[src/hw/rtl/prle_fifo.sv]
// Small register FIFO used between the pipeline sections and at the result side.
module prle_fifo #(
  parameter int WIDTH = 8,
  parameter int DEPTH = 2
) (
  input  logic             clk,
  input  logic             rst,
  input  logic             push,
  input  logic [WIDTH-1:0] wdata,
  output logic             full,
  input  logic             pop,
  output logic [WIDTH-1:0] rdata,
  output logic             empty
);
  localparam int AW = (DEPTH > 1) ? $clog2(DEPTH) : 1;
  localparam int CW = $clog2(DEPTH + 1);

  logic [WIDTH-1:0] mem [0:DEPTH-1];
  logic [AW-1:0]    wp;
  logic [AW-1:0]    rp;
  logic [CW-1:0]    cnt;
  logic             do_push;
  logic             do_pop;

  assign full    = (cnt == CW'(DEPTH));
  assign empty   = (cnt == '0);
  assign do_push = push && !full;
  assign do_pop  = pop && !empty;
  assign rdata   = mem[rp];

  always_ff @(posedge clk) begin
    if (rst) begin
      wp  <= '0;
      rp  <= '0;
      cnt <= '0;
    end else begin
      if (do_push) wp <= wp + AW'(1);
      if (do_pop) rp <= rp + AW'(1);
      if (do_push && !do_pop) cnt <= cnt + CW'(1);
      else if (do_pop && !do_push) cnt <= cnt - CW'(1);
    end
  end

  always_ff @(posedge clk) begin
    if (do_push) mem[wp] <= wdata;
  end

endmodule

[config.mk]
export PLATFORM = sky130hd
export DESIGN_NAME = prle_fifo
export DESIGN_NICKNAME = d
export VERILOG_FILES = /design/src/hw/rtl/prle_fifo.sv
export SDC_FILE = /design/constraint.sdc
export NUM_CORES = 1
export LEC_CHECK = 0
export BUFFER_PORTS_ARGS = -buffer_cell sky130_fd_sc_hd__clkbuf_2
export CAP_MARGIN = 20
export CORE_MARGIN = 10
export CORE_UTILIZATION = 52
export DETAILED_ROUTE_END_ITERATION = 7
export HOLD_SLACK_MARGIN = 0.1
export PLACE_DENSITY = 0.89
export SLEW_MARGIN = 5
export SYNTH_ARGS = -nofsm -noshare
export SYNTH_HDL_FRONTEND = slang
export SYNTH_SLANG_ARGS = --single-unit
[constraint.sdc]
create_clock -name clk -period 2.85 [get_ports clk]
set_input_delay 0 -clock clk [delete_from_list [all_inputs] [get_ports clk]]
set_output_delay 0 -clock clk [all_outputs]
set_load 0.005 [all_outputs]
==> metrics.txt <==
vias in the first global route=578; Vias/cell=4.950; GRT overflow=0; area grow syn2layout=31.07%; Required @ worst endpoint=3.10 ns; mapped cell area=793.3 um^2; first-pass GRT wire length=2559 um; sequential share of the synthesized area=73.19%; syn_nets=63; Max-Slew Margin vs Limit=74.95%; Vias=495; endpoints failing setup=0; WL per Instance=15.34 um; final slew viol count=0; Worst EP arrival=1.88 ns; CTS H-Tree Depth=1; share of layout cells above drive strength 1=39.29%; max-cap violation count=0; final hold vios=0; Setup CP Type=reg -> reg; placed inst area=913.4 um^2; CTS buffer count=3; CTS root buffer=clkbuf_4; Peak VDD IR=464.6 uV; pin count of the biggest net entering global routing=12; Worst Setup Slack, final=1.225 ns; synth unique cells=13; TritonCTS clock tree=done; DRC violations left=0; Post-Syn Area per Cell=15.87 um^2; Synth area leader=edfxtp_1; full die area=3487 um^2; transition time of the tightest slew-check pin=0.3758 ns; critical path launch point type=register; ys async rst share=0%; RSZ-0062 raised after global routing=no; PortBufs=21; skew final=0.003323 ns; Initial Utilization=53.91%; # rows=14; min-delay worst type=in -> reg; final WL=1534 um; First DRT Iteration DRCs=3; die width=59.06 um; initial antenna violation count=0; Max clock buf depth=2; top_reg_cell synth=edfxtp_1; #FFs+latches synth=21; RD Place Congestion=0.6380; top post-synthesis cells by area=edfxtp_1 61%, dfxtp_1 13%, mux2_2 11%; minimum clock period after layout=1.625 ns; Core Area=1471 um^2; total clock sinks=21; Ys Warns=0; Worst-Skew Late Latency=0.30 ns; DIE HEIGHT=59.06 um; final worst path period share=57.02%; crit path max fanout=5; Leak=0.4255 nW; cell area after layout=1040 um^2; Synth top area share=60.57%; synth cell count leaders=16 x edfxtp_1, 8 x mux2_2, 5 x dfxtp_1, 5 x nor2_1; DP HPWL=1168 um; top-count cell post-synth=edfxtp_1; Pre-antenna DRT Iters=4; global-route usage over all layers=9.465%; Boundary Pins=22; clock-pin slew on the worst setup and hold paths=0.11 ns; instance count of the mapped netlist=50; Post-Route Setup TNS=0 ns; Power Density=782.3 nW/um^2; outcome=complete, no violations; crit path capture type=register; Peak Freq=0.6154 GHz; DRT antenna net count=0; n_diodes=0; nets=98; Final Util=70.66%; total setup buffers inserted after CTS=0; Place WS=1.253 ns; number of synthesized flops with an enable pin=16
==> repair_timing <==
action,in CTS,in global routing
endpoints found under the hold margin,21,0
gates resized for setup,0,0
hold buffers,10,0
==> critical path, cell delays in order, from the launching register on <==
cell           delay (ns)
dfxtp_1              0.44
nor2b_2              0.09
or3_1                0.33
a21oi_1              0.15
dlygate4sd3_1        0.57
==> state kept, by name, indices dropped and copies added (netlist names), named ones only <==
| register | flops |
|---|---|
| cnt | 2 |
| rp | 1 |
| wp | 1 |
| mem | 16 |
==> kinds of logic (layout without fill, tap and decap cells) <==
family,count (synthesis),after routing,synth area share (%)
adder cells (fa/ha/maj),1,1,1.577
buffers and inverters,3,37,1.577
AND/OR/NAND/NOR,9,9,5.837
multiplexers,8,8,11.36
XOR/XNOR,3,3,3.313
flip-flops,21,21,73.19
AO/OA/AOI/OAI,5,5,3.154
==> per-stage QoR <==
stage	power [mW]	hold WS, ns	instances
global placement	0.6529	0.1888	86
floorplan	0.5760	0.06907	50
detailed placement	0.6720	0.1949	86
finish	0.8134	0.1151	100
CTS	0.8188	0.1187	100
global route	0.8623	0.1860	100
==> power breakdown <==
part	leakage [nW]	internal (mW)	switching, mW
Combinational	0.220	0.130	0.111
Sequential	0.191	0.391	0.0420
Clock	0.0150	0.0546	0.0844
==> cell usage in the layout, fill, tap and decap left out, drive strengths merged, types with 2 or more instances in the layout <==
| cell | Yosys | final |
|---|---|---|
| mux2 | 8 | 8 |
| or3 | 2 | 2 |
| edfxtp | 16 | 16 |
| clkbuf | 0 | 25 |
| xor2 | 3 | 3 |
| inv | 2 | 2 |
| dfxtp | 5 | 5 |
| dlygate4sd3 | 0 | 10 |
| nor2 | 5 | 5 |
| a21oi | 2 | 2 |
| o21ai | 3 | 3 |
==> area by class of cell <==
class	count	area [um^2]
inverter	2	7.507
sequential	21	580.6
multi-input combinational	26	200.2
fill	101	431.7
clock buffer	4	26.28
tap	16	20.02
timing repair buffer	31	205.2
==> metal layers <==
layer / up-vias / wire length, um / track usage [%]
li1: 248 / - / -
met1: 219 / 634 / 9.847
met2: 23 / 715 / 15.17
met3: 5 / 151 / 4.506
met4: 0 / 34 / 5.574
met5: - / 0 / 0
==> worst paths after layout <==
kind                             start  endpoint  slack [ns]  depth (start not counted)
worst max-delay path            cnt[0]        wp        1.22                          4
worst min-delay path               pop  register        0.12                          4
worst max register to register  cnt[0]        wp        1.22                          4
worst min register to register  cnt[1]    cnt[1]        0.53                          2
Power figures use the tool's default switching activity.
